## src/sv/mbms_pkg.sv

```systemverilog
// Shared types and constants of the mux buffer model scheduler.
// No dependencies; used by the top level, sequencer, datapath, checker and bench.
package mbms_pkg;

	localparam int unsigned UNIT_RING_DEPTH_DEF = 64;
	localparam int unsigned STREAM_COUNT = 2;

	localparam int unsigned TS_W   = 40;
	localparam int unsigned TICK_W = 20;
	localparam int unsigned NEED_W = 16;
	localparam int unsigned BYTE_W = 18;
	localparam int unsigned PROD_W = TICK_W + BYTE_W;
	localparam int unsigned CFG_DW = 64;
	localparam int unsigned CFG_AW = 6;

	localparam logic [TS_W-1:0] TS_CEIL   = {TS_W{1'b1}};
	localparam logic [TS_W-1:0] BEST_INIT = TS_CEIL >> 1;

	localparam logic [TICK_W-1:0] VFT_RST   = TICK_W'(3600);
	localparam logic [TICK_W-1:0] AFT_RST   = TICK_W'(2160);
	localparam logic [NEED_W-1:0] VNEED_RST = NEED_W'(2294);
	localparam logic [NEED_W-1:0] ANEED_RST = NEED_W'(2299);
	localparam logic [BYTE_W-1:0] VBUF_RST  = BYTE_W'(40960);
	localparam logic [BYTE_W-1:0] ABUF_RST  = BYTE_W'(4096);
	localparam logic [TS_W-1:0]   SDLY_RST  = TS_W'(36000);

	typedef enum logic [1:0] {
		OP_FRAME = 2'd0,
		OP_PAY   = 2'd1,
		OP_SCHED = 2'd2,
		OP_END   = 2'd3
	} op_t;

	typedef enum logic [1:0] {
		ST_OK        = 2'd0,
		ST_RING_FULL = 2'd1,
		ST_UNDERFLOW = 2'd2
	} status_t;

	typedef enum logic [2:0] {
		REG_VFT   = 3'd0,
		REG_AFT   = 3'd1,
		REG_VNEED = 3'd2,
		REG_ANEED = 3'd3,
		REG_VBUF  = 3'd4,
		REG_ABUF  = 3'd5,
		REG_SDLY  = 3'd6
	} reg_idx_t;

	typedef enum logic [1:0] {
		RD_WP    = 2'd0,
		RD_NEXT  = 2'd1,
		RD_NEXT2 = 2'd2
	} rd_mode_t;

	typedef struct packed {
		logic     cap;
		logic     dec_end;
		logic     set_full;
		logic     div_start;
		logic     frame_commit;
		logic     pay_apply;
		logic     sched_init;
		logic     mul;
		logic     take_best;
		logic     rel_apply;
		logic     pick;
		logic     next_t;
		logic     res_load;
		rd_mode_t rd_mode;
	} cmd_t;

	typedef struct packed {
		op_t  op;
		logic cnt_zero;
		logic open_sel;
		logic full_sel;
		logic div_done;
		logic ge_best;
		logic rel_stop;
		logic t_last;
	} sts_t;

endpackage

```

## src/sv/mbms_ctrl.sv

```systemverilog
// Sequencer of the scheduler: decodes each word, then by its kind walks it through divide,
// payload update, or schedule compare and unit release. Depends on mbms_pkg.
module mbms_ctrl (
	input  logic           clk,
	input  logic           arst_n,
	input  logic           req_valid,
	output logic           req_ready,
	output logic           rsp_valid,
	input  logic           rsp_ready,
	output mbms_pkg::cmd_t cmd,
	input  mbms_pkg::sts_t sts
);
	import mbms_pkg::*;

	typedef enum logic [3:0] {
		S_IDLE, S_DEC, S_DIV, S_PAY, S_MUL, S_CMP, S_REL, S_PICK, S_FIN
	} state_t;

	state_t state_q, state_d;
	logic   out_valid_q;

	assign req_ready = (state_q == S_IDLE);
	assign rsp_valid = out_valid_q;

	always_comb begin
		cmd     = '0;
		state_d = state_q;
		unique case (state_q)
			S_IDLE: begin
				if (req_valid) begin
					cmd.cap = 1'b1;
					state_d = S_DEC;
				end
			end
			S_DEC: begin
				unique case (sts.op)
					OP_FRAME: begin
						priority if (sts.cnt_zero) begin
							cmd.dec_end = 1'b1;
							state_d     = S_FIN;
						end else if (sts.open_sel) begin
							state_d = S_FIN;
						end else if (sts.full_sel) begin
							cmd.set_full = 1'b1;
							state_d      = S_FIN;
						end else begin
							cmd.div_start = 1'b1;
							state_d       = S_DIV;
						end
					end
					OP_PAY: begin
						if (sts.open_sel) begin
							cmd.rd_mode = RD_WP;
							state_d     = S_PAY;
						end else begin
							state_d = S_FIN;
						end
					end
					OP_SCHED: begin
						cmd.sched_init = 1'b1;
						state_d        = S_MUL;
					end
					OP_END: begin
						cmd.dec_end = 1'b1;
						state_d     = S_FIN;
					end
					default: state_d = S_FIN;
				endcase
			end
			S_DIV: begin
				if (sts.div_done) begin
					cmd.frame_commit = 1'b1;
					state_d          = S_FIN;
				end
			end
			S_PAY: begin
				cmd.pay_apply = 1'b1;
				state_d       = S_FIN;
			end
			S_MUL: begin
				cmd.mul = 1'b1;
				state_d = S_CMP;
			end
			S_CMP: begin
				if (sts.ge_best) begin
					if (sts.t_last) begin
						state_d = S_FIN;
					end else begin
						cmd.next_t = 1'b1;
						state_d    = S_MUL;
					end
				end else begin
					cmd.take_best = 1'b1;
					cmd.rd_mode   = RD_NEXT;
					state_d       = S_REL;
				end
			end
			S_REL: begin
				if (sts.rel_stop) begin
					state_d = S_PICK;
				end else begin
					cmd.rel_apply = 1'b1;
					cmd.rd_mode   = RD_NEXT2;
				end
			end
			S_PICK: begin
				cmd.pick = 1'b1;
				if (sts.t_last) begin
					state_d = S_FIN;
				end else begin
					cmd.next_t = 1'b1;
					state_d    = S_MUL;
				end
			end
			S_FIN: begin
				if (!out_valid_q || rsp_ready) begin
					cmd.res_load = 1'b1;
					state_d      = S_IDLE;
				end
			end
			default: state_d = S_IDLE;
		endcase
	end

	always_ff @(posedge clk or negedge arst_n) begin
		if (!arst_n) begin
			state_q     <= S_IDLE;
			out_valid_q <= 1'b0;
		end else begin
			state_q <= state_d;
			if (cmd.res_load)
				out_valid_q <= 1'b1;
			else if (rsp_ready)
				out_valid_q <= 1'b0;
		end
	end

endmodule

```

## config.mk

```make
export PLATFORM = sky130hd
export DESIGN_NAME = mbms_ctrl
export DESIGN_NICKNAME = d
export VERILOG_FILES = /design/src/sv/mbms_pkg.sv /design/src/sv/mbms_ctrl.sv
export SDC_FILE = /design/constraint.sdc
export NUM_CORES = 1
export LEC_CHECK = 0
export BUFFER_PORTS_ARGS = -buffer_cell sky130_fd_sc_hd__buf_4
export CORE_MARGIN = 3
export CORE_UTILIZATION = 41
export CTS_CLUSTER_SIZE = 24
export DETAILED_ROUTE_END_ITERATION = 10
export GPL_TIMING_DRIVEN = 0
export PLACE_DENSITY = 0.73
export SYNTH_ARGS = -nofsm -noshare
export SYNTH_HDL_FRONTEND = slang
export SYNTH_SLANG_ARGS = --single-unit
```

## constraint.sdc

```tcl
create_clock -name clk -period 2.06 [get_ports clk]
set_input_delay 0.412 -clock clk [delete_from_list [all_inputs] [get_ports clk]]
set_output_delay 0.412 -clock clk [all_outputs]
set_load 0.005 [all_outputs]
```

# == Word level (Yosys, flattened, before mapping) ==
# Index checks and enable logic that the tools add are counted.
# word_totals
ff_bits,5
inputBits,13
output_inout_bits,17
word_cells,66
# op_classes
n_eq_ne,15
muxes,43
reduce_logical,6
# ops
cell,n
4-bit two-way mux,10
4-bit one-hot mux with 9 select lines,1
1-bit two-way mux,23
4-bit by 3-bit == test with 1-bit output (second input constant),4
4-bit one-hot mux with 4 select lines,1
4-bit by 2-bit == test with 1-bit output (second input constant),2
2-bit two-way mux,4
2-bit inequality test (second input constant),4
2-bit == test (second input constant),2
4-bit by 1-bit == test with 1-bit output (second input constant),1
4-bit == test (second input constant),1
4-bit zero test,1
1-bit one-hot mux with 2 select lines,2
2-bit one-hot mux with 2 select lines,1
4-bit AND reduction,1
3-bit two-way mux,1
2-bit by 1-bit == test with 1-bit output (second input constant),1
2-bit zero test,1
2-bit nonzero test,1
1-bit zero test,1
1-bit logical OR,1

# == Longest topological paths before layout ==
# Gate-level depths: netlist (run 1).
# depth
word_depth,5
ltp_mapped,6
mapped_depth_nobuf,6

# == Least setup slack after synthesis (run 1) ==
# Ideal clock, no wire load.
# synth_timing
kind,input to register
from,in sts[7] in the netlist's numbering
to,reg state_q[1]
setup_ns,0.076
t_arrival_ns,1.491
t_required_ns,1.984
setup_slack_ns,0.492
path_stages,6
n_path_buf,0
cell_sequence,inv_1 ha_1 or4b_4 a211oi_2 a21oi_1 o21ai_1
# synth_between
elab_chain_cells,3
elab_cells_between_ends,6
classes_between,eq/ne: 3; mux: 2; reduce/logical: 1
# synth_rtl
item,line,rtl
"start, declared",mbms_ctrl.sv:11,input mbms_pkg::sts_t sts
"2-bit == test, or another cell as far along",mbms_ctrl.sv:36,unique case (sts.op)
4-bit one-hot mux with 4 select lines *,mbms_ctrl.sv:36,
4-bit one-hot mux with 9 select lines *,mbms_ctrl.sv:28,unique case (state_q)
"end signal, assigned",mbms_ctrl.sv:130,state_q <= state_d;
"end, declared",mbms_ctrl.sv:19,"state_t state_q, state_d;"
# Every way passes the cells marked *; elsewhere a longest branch is shown, timed or not.
# A chain may end at the register's enable or synchronous reset.

==> results.md, run 1 <==
- Worst skew pair latency: approximately 0.24 ns
- Largest net degree at the start of global routing: 11
- Min-delay worst type: in2reg
- Setup_tns: 0 ns
- Async SR Flop Fraction: 1.00
- Hold endpoint: rsp_valid$_DFFE_PN0P_
- Arrival @ worst endpoint: 1.52 ns
- Worst Max-Slew Pin Slew: around 0.30 ns
- Post-Syn Area: between 500 and 600 sq um
- Layout Utilization: 0.657
- Top cell type's share of synthesized area: 0.211
- Peak VDD IR: between 400 and 500 uV
- Post-synthesis compound-gate area fraction: 0.165
- Global-route wire length before repair: ~2500 microns
- Largest family of logic cells by synthesized area: simple AND/OR/NAND/NOR gates
- Core area: 0.00133 sq mm
- Antenna Cells: 0
- Post-DP HPWL: about 1200 microns
- Clock Sinks: 5
- Initial antenna violation count: 0
- Final-report max-slew violation count: 0
- Final period util: 0.938
- Mapped Nets: between 80 and 90
- Max cap viols: 0
- H-tree levels: 1
- Max clock buf depth: 2
- Antenna Nets Post-Route: 0
- R2R Path Start: state_q[1]$_DFFE_PN0P_
- Cell accounting for the most synthesized area: dfrtp_1
- DRT Pass-1 Iters: 3
- RSZ-0062 raised after global routing: false
- Vias: 614
- Yosys reg bits: 5
- Normalized max-slew margin: 0.799
- Die area: a little under 0.002 sq mm
- Synth Area in XOR/XNOR: 0
- Routed vias/inst: approximately 5.2
- Worst hold stages: 3
- Drt total wl: 1460 microns
- Metal2 WL: a little under 800 microns
- Placer Congestion: 0.687
- Height of the chip: between 40 and 50 microns
- CTS tree: built
- Chip width: 44.0 microns
- Final setup viols: 0
- CTS clock-pin slew for the worst setup and hold paths: around 0.040 ns
- I/O Buffers: 29
- Global Route Usage Sum: 0.173
- Area growth syn-to-layout: 47.7%
- LEAKAGE: 0.428 nW
- Residual DRC: 0
- Worst r2r dst: state_q[3]$_DFFE_PN0P_
- R2R setup slack: slightly above 0.6 ns
- Cells after Synth: 70
- Layout cells sized above 1: 0.471
- Synth Flop Type: dfrtp_1
- # fillers: around 130
- Distinct cells, synth: 35
- Clock Skews: ~0.0046 ns
- Max Clk Rate: 517 MHz
- Met3 Wirelength: about 110 microns
- Synth area leaders: dfrtp_1 (21%), ha_1 (11%), nor3_1 (5.1%)
- Number of standard cells in the final layout excluding fillers: approximately 120
- Final hold vios: 0
- Wire length on met1: 561 microns
- Ports: 30
- Starting Density: 0.445
- CP Max Fanout: 10
- # rows: 13
- Worst Reg-to-Reg Cells: 5
- TritonCTS Buffers: 3
- Pwr/cell area: ~930 mW/mm^2
- Setup Fix Bufs, Post-CTS: 0
- Post-synth EDFFs: 0
- Worst setup EP type: output port
- Fin crit period: ~1.9 ns
- Top-count cell post-synth: nor2_1
- Mux cell area share after synthesis: 0.0190
- Max layer used: met3
- Initial DRC count: 6
- Commonest cells post-synth: nor2_1 (7), nor3_1 (6), dfrtp_1 (5), ha_1 (5), inv_1 (5)
- Dpl cells: between 100 and 150
- Req. time, crit path: approximately 1.7 ns
- Hold Crit Start: rsp_ready
- Root Buffer: clkbuf_4
- Setup CP Type: reg2out
- Yosys warnings: 0
- Post-Synth Simple-Gate Area: 0.386
- Nets: roughly 120
- Register area share after synthesis: 0.211
- GR Overflow Total: 0
- Mean Syn Cell Area: roughly 8.5 sq um
- Adder-Cell Fraction of Synth Area: 0.105
- Status: completed
- Vias in the first global route: about 600
- Critical Path Start Type: flop
- DR WL/cell: approximately 12 microns
worst max path at each step:
stage,cells after the start,to,slack [ns],start
final,5,cmd[5],0.13,state_q[3]$_DFFE_PN0P_
after global routing,6,cmd[12],0.02,state_q[1]$_DFFE_PN0P_
after CTS,5,cmd[5],0.10,state_q[3]$_DFFE_PN0P_
after detailed placement,6,cmd[12],0.23,state_q[1]$_DFFE_PN0P_
after global placement,6,cmd[11],0.26,state_q[1]$_DFFE_PN0P_
after floorplan,6,state_q[1]$_DFFE_PN0P_,0.49,sts[7]
registers in the layout, indices dropped and copies added (netlist names):
| name | cells |
|---|---|
| rsp_valid | 1 |
| state_q | 4 |
through the flow:
step	cell area [sq um]	hold WS [ns]	setup slack, ns	total power, mW
6_report	876	0.489	0.127	0.813
2_1_floorplan	593	0.116	0.492	0.515
3_3_place_gp	830	0.215	0.255	0.682
5_1_grt	876	0.511	0.0231	0.887
4_1_cts	871	0.483	0.103	0.821
3_5_place_dp	830	0.218	0.229	0.692
kinds of logic (layout without fill, tap and decap cells):
family / count (synthesis) / after routing
DFF: 5 / 5
adders and majority gates: 5 / 5
buffers and inverters: 11 / 45
and+or+nand+nor: 34 / 34
AOI/OAI and AO/OA: 14 / 14
muxes: 1 / 1
critical path: stages, from the launching register on:
cell and delay (ns):
dfrtp_1 0.36, buf_4 0.17, or2b_4 0.30, nor3_4 0.22, buf_4 0.14, buf_4 0.09
power breakdown:
part	internal [mW]	leakage (nW)	total [mW]	switching, mW
Clock	0.0731	0.0150	0.112	0.0388
Sequential	0.136	0.0657	0.154	0.0182
Combinational	0.271	0.347	0.546	0.275
final cells by class:
| cell class | instances | area [sq um] | share of cell area |
|---|---|---|---|
| Tap cell | 15 | 18.8 | 0.0214 |
| Buffer | 5 | 45.0 | 0.0514 |
| Clock buffer | 4 | 26.3 | 0.0300 |
| Multi-Input combinational cell | 54 | 410 | 0.469 |
| Timing Repair Buffer | 30 | 228 | 0.260 |
| Sequential cell | 5 | 125 | 0.143 |
| Inverter | 6 | 22.5 | 0.0257 |
layer usage:
metal / GRT usage / up-vias
met5: 0 / -
met4: 0.0361 / 0
met3: 0.0488 / 0
met2: 0.334 / 25
met1: 0.184 / 276
li1: - / 313
timing repair:
item                       in CTS  in global routing
pin swaps                       0                  0
gates resized for setup         1                  1
setup endpoints to repair       3                  1
hold buffers                    1                  0
hold endpoints to repair        5                  0
layout by cell type, fill, tap and decap left out, drive strengths merged:
master / n
inv: 6
dfrtp: 5
a21oi: 3
nand3b: 1
a31oi: 1
ha: 5
buf: 33
or2b: 2
nor4b: 1
o31ai: 1
nor4: 2
clkbuf: 5
nor3b: 1
a221oi: 1
mux2: 1
o21bai: 1
and2: 2
a211oi: 2
nor3: 7
or4b: 1
nor2: 7
or3: 1
nor2b: 1
nand2: 3
nand3: 2
nand2b: 3
o22ai: 1
dlygate4sd3: 1
o21ai: 4
(Power assumes the default switching activity.)
==> run 2, diff against run 1 <==
--- a/config.mk
+++ b/config.mk
@@ -5,13 +5,12 @@
 export SDC_FILE = /design/constraint.sdc
 export NUM_CORES = 1
 export LEC_CHECK = 0
-export BUFFER_PORTS_ARGS = -buffer_cell sky130_fd_sc_hd__buf_4
 export CORE_MARGIN = 3
 export CORE_UTILIZATION = 41
 export CTS_CLUSTER_SIZE = 24
 export DETAILED_ROUTE_END_ITERATION = 10
+export DONT_BUFFER_PORTS = 1
 export GPL_TIMING_DRIVEN = 0
-export PLACE_DENSITY = 0.73
 export SYNTH_ARGS = -nofsm -noshare
 export SYNTH_HDL_FRONTEND = slang
 export SYNTH_SLANG_ARGS = --single-unit
==> run 2 against run 1 <==
Against the previous run: highest routed layer is now met4; clock-buffer cell count unchanged; first-iteration DRC count unchanged; die area unchanged; global-route usage down 2.7 points; combinational power down 20%; critical path depth down 1; hold slack worse by 0.10 ns; maximum frequency up 4.1%; power down 13%; register-to-register slack better by 0.03 ns; via count down 17%; cell area down 25%; critical path type unchanged; largest power group unchanged.
==> results.md, run 2 (synthesis results as in run 1) <==
- I/O Buffers: 0 (-100%)
- Most common cell after layout, fill and taps aside: nor2_1
- TritonCTS Buffers: 3 (unchanged)
- Global Route Usage Sum: 0.146 (-0.0274)
- Area growth syn-to-layout: 10.1%
- Placer Congestion: 0.711 (+3.5%)
- Post-route setup slack: 0.204 ns (+0.0766 ns)
- Largest net degree at the start of global routing: 11 (unchanged)
- Ports: 30 (unchanged)
- Core area: 0.00133 sq mm (unchanged)
- Most frequent cells in the layout: nor2_1 (7), inv_1 (5), nor3_1 (5), ha_1 (5), dfrtp_1 (5)
- Initial DRC count: 6 (unchanged)
- Hold slack final: 0.389 ns (-0.100 ns)
- Final setup viols: 0 (unchanged)
- Placed inst area: 612 sq um (-26%)
- Cell mode on critical path: buf_4
- Largest register FFs: 4 (unchanged)
- Max clock buf depth: 2 (unchanged)
- Vias: 511 (-17%)
- Worst r2r dst: state_q[3]$_DFFE_PN0P_
- Final hold vios: 0 (unchanged)
- Pwr/cell area: 1080 mW/mm^2 (+16%)
- H-tree levels: 1 (unchanged)
- Antenna Nets Post-Route: 0 (unchanged)
- Max Clk Rate: 539 MHz (+4.1%)
- Final-report max-slew violation count: 0 (unchanged)
- Worst Reg-to-Reg Cells: 5 (unchanged)
- Worst Setup SP: state_q[3]$_DFFE_PN0P_
- Normalized max-slew margin: 0.723 (-0.0758)
- GR Overflow Total: 0 (unchanged)
- CP Cell Sequence: buf_4 > or2b_4 > nor3_4 > buf_4
- Critical Path Start Type: flop
- Fin crit period: 1.86 ns (-0.0766 ns)
- Number of standard cells in the final layout excluding fillers: 90 (-24%)
- Routed vias/inst: 5.68 (+10%)
- R2R Path Start: state_q[3]$_DFFE_PN0P_
- CTS tree: built
- RSZ-0062 raised after global routing: false
- Setup Fix Bufs, Post-CTS: 0 (unchanged)
- Worst setup EP type: output port
- CTS clock-pin slew for the worst setup and hold paths: 0.05 ns (about the same)
- Status: completed
- R2R setup slack: 0.64 ns (+0.03 ns)
- Post-DP HPWL: 935 microns (-21%)
- Nets: 94 (-24%)
- Finished Cell Area: 653 sq um (-25%)
- Total Power: 0.705 mW (-13%)
- Clock Sinks: 5 (unchanged)
- Height of the chip: 44.0 microns (unchanged)
- Initial antenna violation count: 0 (unchanged)
- Worst path slowest cell: dfrtp_1
- Worst setup endpoint: cmd[5]
- Arrival @ worst endpoint: 1.44 ns (-0.08 ns)
- Max cap viols: 0 (unchanged)
- Drt total wl: 1240 microns (-16%)
- Vias in the first global route: 475 (-21%)
- Clock Skews: 0.00155 ns (-0.00306 ns)
- CP Max Fanout: 10 (unchanged)
- Setup_tns: 0 ns (unchanged)
- Antenna Cells: 0 (unchanged)
- Min-delay worst type: in2reg
- Residual DRC: 0 (unchanged)
- Global-route wire length before repair: 2070 microns (-18%)
- Root Buffer: clkbuf_4
- Top reg by flops: state_q
- Final period util: 0.901 (-0.0372)
- DRT Pass-1 Iters: 4 (+1)
- DR WL/cell: 13.7 microns (+12%)
- Layout cells sized above 1: 0.253 (-0.218)
- Peak VDD IR: 482 uV (+17%)
- Dpl cells: 85 (-25%)
- Chip width: 44.0 microns (unchanged)
- Worst Max-Slew Pin Slew: 0.412 ns (+0.113 ns)
- Setup CP Type: reg2out
- Layout Utilization: 0.490 (-0.167)
- Die area: 0.00194 sq mm (unchanged)
- Post-Place Setup Slack: 0.344 ns (+0.114 ns)
- Starting Density: 0.445 (unchanged)
- CP peak stage delay: 0.36 ns (about the same)
- # rows: 13 (unchanged)
- Req. time, crit path: 1.65 ns (about the same)
- Worst skew pair latency: 0.24 ns (about the same)
- LEAKAGE: 0.278 nW (-35%)
-- run 2: power by group --
group	total, mW	internal [mW]	switching (mW)
Clock	0.116	0.0734	0.0431
Combinational	0.435	0.188	0.247
Sequential	0.153	0.136	0.0173
Total	0.705	0.398	0.307
-- run 2: metal layers --
metal | GRT usage | up-vias | part of all wire
li1 | - | 256 | -
met1 | 0.195 | 230 | 0.45
met2 | 0.198 | 23 | 0.46
met3 | 0.0772 | 2 | 0.083
met4 | 0.0542 | 0 | 0.0097
met5 | 0 | - | 0
-- run 2: layout make-up --
type	count	area, sq um
plain buffers	5	45.0
fillers	144	681
well taps	15	18.8
inverters	6	22.5
repair buffers	1	10.0
multi-input cells	54	405
clock buffers	4	26.3
flip-flops and latches	5	125
-- run 2: worst min-delay path by stage --
stage                   start                      to  slack (ns)  cells past startpoint
finish              rsp_ready   rsp_valid$_DFFE_PN0P_        0.39                      2
global route           sts[0]  state_q[2]$_DFFE_PN0P_        0.38                      3
CTS                 rsp_ready   rsp_valid$_DFFE_PN0P_        0.37                      2
detailed placement     arst_n  state_q[0]$_DFFE_PN0P_        0.12                      0
global placement       arst_n  state_q[0]$_DFFE_PN0P_        0.12                      0
floorplan              arst_n   rsp_valid$_DFFE_PN0P_        0.12                      0
-- run 2: repair_timing --
action,CTS,global route
setup endpoints to repair,0,3
resized for setup,0,1
hold buffers,1,0
hold endpoints to repair,5,0
-- run 2: worst max-delay path, delay by kind of cell, from the launching register on --
| kind | cells | cell delay [ns] |
|---|---|---|
| AND/OR/NAND/NOR | 2 | 0.53 |
| buffers and inverters | 2 | 0.32 |
| flip-flops | 1 | 0.36 |
